File: src/hdl/lpsfr_pkg.sv
// shared types and constants for the length prefixed slot frame receiver
// no dependencies; used by every module of the block

package lpsfr_pkg;

    localparam int SLOTS_DEF         = 16;
    localparam int PAYLOAD_BYTES_DEF = 16;
    localparam int SIZE_OVERHEAD     = 2;   // type and slot bytes counted in the size
    localparam int BYTE_W            = 8;
    localparam int COUNT_W           = 32;

    localparam logic OP_FEED  = 1'b0;
    localparam logic OP_FETCH = 1'b1;

    typedef struct packed {
        logic              opcode;
        logic [BYTE_W-1:0] data_byte;
        logic [BYTE_W-1:0] fetch_slot;
    } t_in_item;

    typedef struct packed {
        logic               frame_done;
        logic               frame_stored;
        logic [BYTE_W-1:0]  frame_slot;
        logic [COUNT_W-1:0] total_frames;
        logic [COUNT_W-1:0] stored_frames;
        logic [BYTE_W-1:0]  fetch_byte;
        logic               fetch_pending;
        logic               last_of_run;
    } t_out_item;

    // outcome of one parsed byte, handed from parser to output sequencer
    typedef struct packed {
        logic               done;
        logic               stored;
        logic [BYTE_W-1:0]  slot;
        logic [COUNT_W-1:0] total;
        logic [COUNT_W-1:0] nstored;
    } t_frame_evt;

endpackage

File: src/hdl/lpsfr_parser.sv
// byte stream parser: size check, frame staging, type/slot/length check, counters
// depends on lpsfr_pkg

module lpsfr_parser #(
    parameter int SLOTS         = lpsfr_pkg::SLOTS_DEF,
    parameter int PAYLOAD_BYTES = lpsfr_pkg::PAYLOAD_BYTES_DEF,
    parameter int SLOT_W        = 4,
    parameter int ROW_W         = 128
) (
    input  logic                              i_clk,
    input  logic                              i_rst_n,
    input  logic                              i_step,
    input  logic [lpsfr_pkg::BYTE_W-1:0]      i_byte,
    input  logic [lpsfr_pkg::BYTE_W-1:0]      i_type_code,
    output lpsfr_pkg::t_frame_evt             o_evt,
    output logic                              o_wr_en,
    output logic [SLOT_W-1:0]                 o_wr_slot,
    output logic [ROW_W-1:0]                  o_wr_row
);
    import lpsfr_pkg::*;

    localparam int FRAME_MAX = SIZE_OVERHEAD + PAYLOAD_BYTES;
    localparam int CNT_W     = $clog2(FRAME_MAX + 1);
    localparam int BUF_IW    = $clog2(FRAME_MAX);

    typedef enum logic [1:0] {
        PH_SIZE_LO,
        PH_SIZE_HI,
        PH_BODY
    } t_phase;

    t_phase              r_phase, n_phase;
    logic [BYTE_W-1:0]   r_size_lo, n_size_lo;
    logic [CNT_W-1:0]    r_len, n_len;
    logic [CNT_W-1:0]    r_cnt, n_cnt;
    logic [COUNT_W-1:0]  r_total, n_total;
    logic [COUNT_W-1:0]  r_stored, n_stored;
    logic [BYTE_W-1:0]   r_buf [FRAME_MAX];

    logic                done;
    logic                store_ok;
    logic [BYTE_W-1:0]   cur_type;
    logic [BYTE_W-1:0]   cur_slot;

    always_comb begin
        n_phase   = r_phase;
        n_size_lo = r_size_lo;
        n_len     = r_len;
        n_cnt     = r_cnt;
        done      = 1'b0;
        case (r_phase)
            PH_SIZE_HI: begin
                if (i_byte == '0 && r_size_lo >= BYTE_W'(SIZE_OVERHEAD)
                        && r_size_lo <= BYTE_W'(FRAME_MAX)) begin
                    n_len   = CNT_W'(r_size_lo);
                    n_cnt   = '0;
                    n_phase = PH_BODY;
                end else begin
                    n_phase = PH_SIZE_LO;
                end
            end
            PH_BODY: begin
                n_cnt = r_cnt + CNT_W'(1);
                if (n_cnt >= r_len) begin
                    done    = 1'b1;
                    n_phase = PH_SIZE_LO;
                end
            end
            default: begin
                n_size_lo = i_byte;
                n_phase   = PH_SIZE_HI;
            end
        endcase
    end

    // type and slot may be the byte arriving now on a short frame
    assign cur_type = (r_cnt == CNT_W'(0)) ? i_byte : r_buf[0];
    assign cur_slot = (r_cnt == CNT_W'(1)) ? i_byte : r_buf[1];

    assign store_ok = done && (cur_type == i_type_code)
                      && ({1'b0, cur_slot} < (BYTE_W + 1)'(SLOTS))
                      && (r_len == CNT_W'(FRAME_MAX));

    assign n_total  = done     ? r_total + COUNT_W'(1)  : r_total;
    assign n_stored = store_ok ? r_stored + COUNT_W'(1) : r_stored;

    always_ff @(posedge i_clk) begin
        if (!i_rst_n) begin
            r_phase   <= PH_SIZE_LO;
            r_size_lo <= '0;
            r_len     <= '0;
            r_cnt     <= '0;
            r_total   <= '0;
            r_stored  <= '0;
        end else if (i_step) begin
            r_phase   <= n_phase;
            r_size_lo <= n_size_lo;
            r_len     <= n_len;
            r_cnt     <= n_cnt;
            r_total   <= n_total;
            r_stored  <= n_stored;
        end
    end

    always_ff @(posedge i_clk) begin
        if (i_step && r_phase == PH_BODY && r_cnt < CNT_W'(FRAME_MAX)) begin
            r_buf[r_cnt[BUF_IW-1:0]] <= i_byte;
        end
    end

    // payload row, last byte taken straight from the stream
    always_comb begin
        for (int k = 0; k < PAYLOAD_BYTES; k++) begin
            if (k == PAYLOAD_BYTES - 1) begin
                o_wr_row[k*BYTE_W +: BYTE_W] = i_byte;
            end else begin
                o_wr_row[k*BYTE_W +: BYTE_W] = r_buf[k + SIZE_OVERHEAD];
            end
        end
    end

    assign o_wr_en   = i_step && store_ok;
    assign o_wr_slot = cur_slot[SLOT_W-1:0];

    assign o_evt.done    = done;
    assign o_evt.stored  = store_ok;
    assign o_evt.slot    = done ? cur_slot : '0;
    assign o_evt.total   = n_total;
    assign o_evt.nstored = n_stored;

endmodule

File: src/hdl/lpsfr_slot_store.sv
// slot payload memory, one row per slot, with per-slot pending flags
// depends on lpsfr_pkg

module lpsfr_slot_store #(
    parameter int SLOTS  = lpsfr_pkg::SLOTS_DEF,
    parameter int SLOT_W = 4,
    parameter int ROW_W  = 128
) (
    input  logic                          i_clk,
    input  logic                          i_rst_n,
    input  logic                          i_wr_en,
    input  logic [SLOT_W-1:0]             i_wr_slot,
    input  logic [ROW_W-1:0]              i_wr_row,
    input  logic                          i_rd_en,
    input  logic [lpsfr_pkg::BYTE_W-1:0]  i_rd_slot,
    output logic [ROW_W-1:0]              o_rd_row,
    output logic                          o_rd_pend
);
    import lpsfr_pkg::*;

    logic [ROW_W-1:0] r_mem [SLOTS];
    logic [ROW_W-1:0] r_rd_row;
    logic [SLOTS-1:0] r_pend;
    logic             r_rd_pend;
    logic             rd_in_range;
    logic [SLOT_W-1:0] rd_idx;

    assign rd_in_range = {1'b0, i_rd_slot} < (BYTE_W + 1)'(SLOTS);
    assign rd_idx      = i_rd_slot[SLOT_W-1:0];

    always_ff @(posedge i_clk) begin
        if (i_wr_en) begin
            r_mem[i_wr_slot] <= i_wr_row;
        end
        if (i_rd_en) begin
            r_rd_row <= r_mem[rd_idx];
        end
    end

    always_ff @(posedge i_clk) begin
        if (!i_rst_n) begin
            r_pend    <= '0;
            r_rd_pend <= 1'b0;
        end else begin
            if (i_wr_en) begin
                r_pend[i_wr_slot] <= 1'b1;
            end
            if (i_rd_en) begin
                r_rd_pend <= rd_in_range && r_pend[rd_idx];
                if (rd_in_range) begin
                    r_pend[rd_idx] <= 1'b0;
                end
            end
        end
    end

    assign o_rd_row  = r_rd_row;
    assign o_rd_pend = r_rd_pend;

endmodule

File: src/hdl/lpsfr_out_seq.sv
// result register and fetch serializer: one result per feed, a byte run per fetch
// depends on lpsfr_pkg

module lpsfr_out_seq #(
    parameter int PAYLOAD_BYTES = lpsfr_pkg::PAYLOAD_BYTES_DEF,
    parameter int ROW_W         = 128
) (
    input  logic                   i_clk,
    input  logic                   i_rst_n,
    input  logic                   i_load,
    input  logic                   i_is_fetch,
    input  lpsfr_pkg::t_frame_evt  i_evt,
    input  logic [ROW_W-1:0]       i_rd_row,
    input  logic                   i_rd_pend,
    input  logic                   i_ready,
    output logic                   o_valid,
    output lpsfr_pkg::t_out_item   o_item,
    output logic                   o_last_take
);
    import lpsfr_pkg::*;

    localparam int IDX_W = (PAYLOAD_BYTES > 1) ? $clog2(PAYLOAD_BYTES) : 1;

    logic              r_valid;
    logic              r_fetch;
    t_frame_evt        r_evt;
    logic [IDX_W-1:0]  r_idx;
    logic              last;
    logic [BYTE_W-1:0] cur_byte;

    assign last     = !r_fetch || (r_idx == IDX_W'(PAYLOAD_BYTES - 1));
    assign cur_byte = i_rd_row[r_idx*BYTE_W +: BYTE_W];

    assign o_last_take = r_valid && i_ready && last;

    always_ff @(posedge i_clk) begin
        if (!i_rst_n) begin
            r_valid <= 1'b0;
            r_fetch <= 1'b0;
            r_idx   <= '0;
        end else if (i_load) begin
            r_valid <= 1'b1;
            r_fetch <= i_is_fetch;
            r_idx   <= '0;
        end else if (r_valid && i_ready) begin
            if (last) begin
                r_valid <= 1'b0;
            end else begin
                r_idx <= r_idx + IDX_W'(1);
            end
        end
    end

    always_ff @(posedge i_clk) begin
        if (i_load) begin
            r_evt <= i_evt;
        end
    end

    always_comb begin
        o_item = '0;
        if (r_fetch) begin
            o_item.fetch_byte    = i_rd_pend ? cur_byte : '0;
            o_item.fetch_pending = i_rd_pend;
        end else begin
            o_item.frame_done    = r_evt.done;
            o_item.frame_stored  = r_evt.stored;
            o_item.frame_slot    = r_evt.slot;
            o_item.total_frames  = r_evt.total;
            o_item.stored_frames = r_evt.nstored;
        end
        o_item.last_of_run = last;
    end

    assign o_valid = r_valid;

endmodule

File: src/hdl/length_prefixed_slot_frame_receiver.sv
// path: a transfer passes the input register, then the result register once that is free
// occupancy: a feed byte gives one result; a fetch holds the result side for one output
//   transfer per payload byte read from the registered slot row
// reset: synchronous active low; clears parser, counters, pending flags and the
//   type code; slot memory and frame staging keep no reset and need no clearing pass

module length_prefixed_slot_frame_receiver #(
    parameter int SLOTS         = lpsfr_pkg::SLOTS_DEF,
    parameter int PAYLOAD_BYTES = lpsfr_pkg::PAYLOAD_BYTES_DEF
) (
    input  logic                          i_clk,
    input  logic                          i_rst_n,
    input  logic                          i_in_valid,
    output logic                          o_in_ready,
    input  lpsfr_pkg::t_in_item           i_in_item,
    output logic                          o_out_valid,
    input  logic                          i_out_ready,
    output lpsfr_pkg::t_out_item          o_out_item,
    input  logic                          i_cfg_we,
    input  logic [lpsfr_pkg::BYTE_W-1:0]  i_cfg_data
);
    import lpsfr_pkg::*;

    localparam int SLOT_W = (SLOTS > 1) ? $clog2(SLOTS) : 1;
    localparam int ROW_W  = PAYLOAD_BYTES * BYTE_W;

    // input register, parts the host side from the result side
    logic              r_in_valid;
    t_in_item          r_in;
    logic [BYTE_W-1:0] r_type_code;

    logic              move;
    logic              last_take;
    logic              feed_step;
    logic              fetch_step;
    t_frame_evt        evt;
    logic              wr_en;
    logic [SLOT_W-1:0] wr_slot;
    logic [ROW_W-1:0]  wr_row;
    logic [ROW_W-1:0]  rd_row;
    logic              rd_pend;

    // held item goes into the result register once that is free or finishing
    assign move       = r_in_valid && (!o_out_valid || last_take);
    assign o_in_ready = !r_in_valid || move;
    assign feed_step  = move && (r_in.opcode == OP_FEED);
    assign fetch_step = move && (r_in.opcode == OP_FETCH);

    always_ff @(posedge i_clk) begin
        if (!i_rst_n) begin
            r_in_valid  <= 1'b0;
            r_type_code <= '0;
        end else begin
            if (i_in_valid && o_in_ready) begin
                r_in_valid <= 1'b1;
            end else if (move) begin
                r_in_valid <= 1'b0;
            end
            if (i_cfg_we) begin
                r_type_code <= i_cfg_data;
            end
        end
    end

    // payload of the input register, no reset
    always_ff @(posedge i_clk) begin
        if (i_in_valid && o_in_ready) begin
            r_in <= i_in_item;
        end
    end

    // parser sees a byte exactly when a feed transfer moves out
    lpsfr_parser #(
        .SLOTS         (SLOTS),
        .PAYLOAD_BYTES (PAYLOAD_BYTES),
        .SLOT_W        (SLOT_W),
        .ROW_W         (ROW_W)
    ) u_parser (
        .i_clk       (i_clk),
        .i_rst_n     (i_rst_n),
        .i_step      (feed_step),
        .i_byte      (r_in.data_byte),
        .i_type_code (r_type_code),
        .o_evt       (evt),
        .o_wr_en     (wr_en),
        .o_wr_slot   (wr_slot),
        .o_wr_row    (wr_row)
    );

    // one row write per stored frame, one row read per fetch; never both at once
    lpsfr_slot_store #(
        .SLOTS  (SLOTS),
        .SLOT_W (SLOT_W),
        .ROW_W  (ROW_W)
    ) u_store (
        .i_clk     (i_clk),
        .i_rst_n   (i_rst_n),
        .i_wr_en   (wr_en),
        .i_wr_slot (wr_slot),
        .i_wr_row  (wr_row),
        .i_rd_en   (fetch_step),
        .i_rd_slot (r_in.fetch_slot),
        .o_rd_row  (rd_row),
        .o_rd_pend (rd_pend)
    );

    // result register; fetch runs step through the row a byte per transfer
    lpsfr_out_seq #(
        .PAYLOAD_BYTES (PAYLOAD_BYTES),
        .ROW_W         (ROW_W)
    ) u_out (
        .i_clk       (i_clk),
        .i_rst_n     (i_rst_n),
        .i_load      (move),
        .i_is_fetch  (r_in.opcode == OP_FETCH),
        .i_evt       (evt),
        .i_rd_row    (rd_row),
        .i_rd_pend   (rd_pend),
        .i_ready     (i_out_ready),
        .o_valid     (o_out_valid),
        .o_item      (o_out_item),
        .o_last_take (last_take)
    );

    // a stored frame is always a completed one
    a_stored_implies_done: assert property (@(posedge i_clk) disable iff (!i_rst_n)
        o_out_valid && o_out_item.frame_stored |-> o_out_item.frame_done)
        else $error("frame_stored without frame_done");

    // a fetch run keeps going until its last byte
    a_run_continues: assert property (@(posedge i_clk) disable iff (!i_rst_n)
        o_out_valid && i_out_ready && !o_out_item.last_of_run |=> o_out_valid)
        else $error("fetch run ended early");

    // a held item moves into a free result register
    a_held_moves: assert property (@(posedge i_clk) disable iff (!i_rst_n)
        r_in_valid && !o_out_valid |=> o_out_valid)
        else $error("held item did not move to result register");

endmodule
File: config.mk
export PLATFORM = sky130hd
export DESIGN_NAME = length_prefixed_slot_frame_receiver
export DESIGN_NICKNAME = d
export VERILOG_FILES = /design/src/hdl/lpsfr_pkg.sv /design/src/hdl/lpsfr_parser.sv /design/src/hdl/lpsfr_slot_store.sv /design/src/hdl/lpsfr_out_seq.sv /design/src/hdl/length_prefixed_slot_frame_receiver.sv
export SDC_FILE = /design/constraint.sdc
export NUM_CORES = 2
export LEC_CHECK = 0
export BUFFER_PORTS_ARGS = -buffer_cell sky130_fd_sc_hd__buf_4
export CORE_UTILIZATION = 25
export CTS_CLUSTER_DIAMETER = 120
export CTS_CLUSTER_SIZE = 12
export DETAILED_ROUTE_END_ITERATION = 8
export HOLD_SLACK_MARGIN = 0.08
export PLACE_DENSITY = 0.42
export SYNTH_ARGS = -nofsm -noshare
export SYNTH_HDL_FRONTEND = slang
export SYNTH_SLANG_ARGS = --single-unit
File: constraint.sdc
create_clock -name i_clk -period 12.5 [get_ports i_clk]
set_input_delay 0.625 -clock i_clk [delete_from_list [all_inputs] [get_ports i_clk]]
set_output_delay 0.625 -clock i_clk [all_outputs]
set_load 0.03 [all_outputs]
==> run summary <==
Status - completed
Post-synth EDFFs - 2403
DR vias - 44.6k
Area Growth Syn to Fin - 14.5%
Final Hold Fails - 0
Initial core utilization - 25.2%
Synth area leader - edfxtp_1
Skew final - 0.0555 ns
Synth top area share - 74.7%
Final setup viols - 0
CTS tree - done
CTS clk-pin slew, worst paths - 0.07 ns
Clk pwr share - 39.7%
Setup crit end - u_store.r_mem[7][49]
Reg2Reg Setup Slack - 5.39 ns
Switch Pwr - 3.31 mW
Peak supply drop - 0.000103 V
Mapped Avg Cell Area - 22.1 µm²
Placed Area - 104000 µm²
R2r endpoint - u_store.r_mem[7][49]
Reg power frac - 56.8%
Chip Height - 624 µm
Post_cts resized - 0
Number of max-cap violations - 0
Seq/Total Area, Yosys - 77.1%
Hold-fix buffers, CTS - 26
Ys async rst share - 0%
Largest cells by area after synthesis - edfxtp_1 75%, mux4_2 16%, dfxtp_1 2.4%
Yosys reg bits - 2519
Cts bufs inserted - 236
Root Buffer - clkbuf_16
Setup crit end kind - flop
Worst-Margin Slew - 1.34 ns
Unique masters post-synth - 62
Power Density - 146 nW/µm²
Placer Congestion - 0.723
Combinational power share - 3.5%
Reg2reg path depth - 10
Mapped Cells - 4379
Pin count of the biggest net entering global routing - 116
Top FF cell, synth - edfxtp_1
Period utilization - 56.9%
Share of layout cells above drive strength 1 - 25.6%
Core area - 383000 µm²
Site Rows - 227
TNS Setup - 0 ns
H-tree Lvls - 4
Critical Path RT - 12.97 ns
DRC - 0
LEAKAGE - 33.4 nW
IO Count - 116
Relative slew margins - 10.4%
Sw Share - 20.5%
Slew Viols, Final - 0
Clock tree sinks - 2519
Post-synth net total - 4423
Final min period - 7.11 ns
Antenna viol nets, final - 0
R2r startpoint - u_parser.r_cnt[0]
GR Util All Layers - 13.0%
Most frequent cells in the layout - 2403 x edfxtp_1, 684 x mux4_2, 238 x clkbuf_16, 200 x buf_4, 137 x nand2_1
Warnings from Yosys - 0
Crit path kind - flop to flop
Global-route wire length before repair - 367000 µm
Clock Tree Buf Depth - 4
Worst hold-check path type - input pin to flop
IO buf count - 115
DR pass1 iterations - 7
Die Area - 389000 µm²
Initial antenna violation count - 12
DRT Wirelength - 258000 µm
Vias in the first global route - 47.6k
Hpwl dp - 132000 µm
Overflow after GRT - 0
Start point of the critical path - u_parser.r_cnt[0]
CP max FO - 44
Drt via density - 4.58
CP Launch Type - flop
Max Fclk - 141 MHz
DRT iter0 DRCs - 3917
Commonest non-fill, non-tap cell in the layout - edfxtp_1
Power Internal - 12.8 mW
RSZ-0062 raised after global routing - false
Clk Latency, worst-skew pair - 0.90 ns
Final instance area - 111000 µm²
Nets@finish - 4672
Wire length per cell - 26.5 µm
Post-CTS Setup Bufs - 0
Arr. time, crit path - 7.59 ns
Die Wd - 624 µm
Post-Syn Area - 96600 µm²
==> power by group through the flow <==
stage | registers, mW | logic [mW] | clock network, mW
4_1_cts | 9.16 | 0.591 | 6.63
6_report | 9.16 | 0.570 | 6.41
5_1_grt | 9.16 | 0.613 | 6.90
2_1_floorplan | 9.35 | 0.386 | 0
3_3_place_gp | 9.35 | 0.584 | 0
3_5_place_dp | 9.35 | 0.583 | 0
==> layer usage <==
metal  global-route usage, %  part of all wire (%)  vias up
met2                    21.8                    49      992
met3                    1.76                   4.0      296
met1                    18.3                    46    24600
li1                        -                     -    18700
met5                       0                     0        -
met4                    2.25                   1.6        0
==> sequential cells by signal, summed over array words and instances, names as in the netlist <==
signal,cells
u_out.r_fetch,1
u_out.r_evt,74
r_in,17
u_parser.r_buf,136
u_parser.r_total,32
u_parser.r_cnt,5
r_type_code,8
u_store.r_mem,2048
u_parser.r_len,5
u_out.r_idx,4
u_store.o_rd_row,128
r_in_valid,1
u_parser.r_stored,32
u_parser.r_size_lo,8
u_out.o_valid,1
u_store.r_pend,16
u_parser.r_phase,2
u_store.o_rd_pend,1
==> cell families after synthesis <==
family                     synth area share [%]
adders and majority gates                 0.181
AOI/OAI and AO/OA                         0.955
muxes                                      16.4
buffers and inverters                      1.02
DFF                                        77.1
xor gates and xnor gates                  0.880
and+or+nand+nor                            3.45
==> how the worst min path moves through the flow <==
stage          slack (ns)  cells after the start                    end                  start
2_1_floorplan        0.43                      2     u_store.r_pend[10]     u_store.r_pend[10]
3_3_place_gp         0.44                      2  u_parser.r_size_lo[6]  u_parser.r_size_lo[6]
3_5_place_dp         0.45                      2  u_parser.r_size_lo[6]  u_parser.r_size_lo[6]
4_1_cts              0.09                      3         r_type_code[1]               i_cfg_we
5_1_grt              0.14                      3         r_type_code[6]               i_cfg_we
6_report             0.17                      3         r_type_code[0]               i_cfg_we
==> area by class of cell <==
| type | instances | area (µm²) |
|---|---|---|
| Inverter | 23 | 93.8 |
| Clock inverter | 7 | 67.6 |
| Clock buffer | 309 | 6220 |
| Antenna cell | 2 | 5.00 |
| Fill cell | 37400 | 273000 |
| Multi-Input combinational cell | 1604 | 21300 |
| Tap cell | 5038 | 6300 |
| Timing Repair Buffer | 244 | 2120 |
| Sequential cell | 2519 | 74500 |
==> worst max-delay path, cell delays in order (launching register included) <==
cell     delay (ns)
dfxtp_1        0.38
inv_1          0.13
ha_1           0.23
or4b_1         0.75
mux2i_1        0.22
nor4_2         0.58
and4_1         0.89
nand3_1        0.89
nor2_4         0.97
buf_4          0.79
buf_4          0.76
==> metrics by stage <==
| step | instances | utilization (%) | hold WS [ns] | total power, mW | setup slack (ns) |
|---|---|---|---|---|---|
| after global placement | 9402 | 27.1 | 0.442 | 9.93 | 5.56 |
| after global routing | 9744 | 28.8 | 0.144 | 16.7 | 5.02 |
| after CTS | 9744 | 28.8 | 0.0882 | 16.4 | 5.38 |
| after floorplan | 4379 | - | 0.432 | 9.73 | 0.478 |
| after detailed placement | 9402 | 27.1 | 0.451 | 9.93 | 5.45 |
| final | 9746 | 28.8 | 0.166 | 16.1 | 5.39 |
==> Yosys cell counts (all sizes together) (21+ instances only) <==
cell	n
nor2	129
mux4	684
edfxtp	2403
nand3	50
dfxtp	116
nor4	35
xnor2	47
nor3	37
nand4	35
nor2b	77
o21ai	30
xor2	50
buf	81
a21oi	35
nand2	137
inv	21
mux2i	37
clkbuf	152
nand2b	46
No activity file was read; power rests on OpenSTA's default activity.
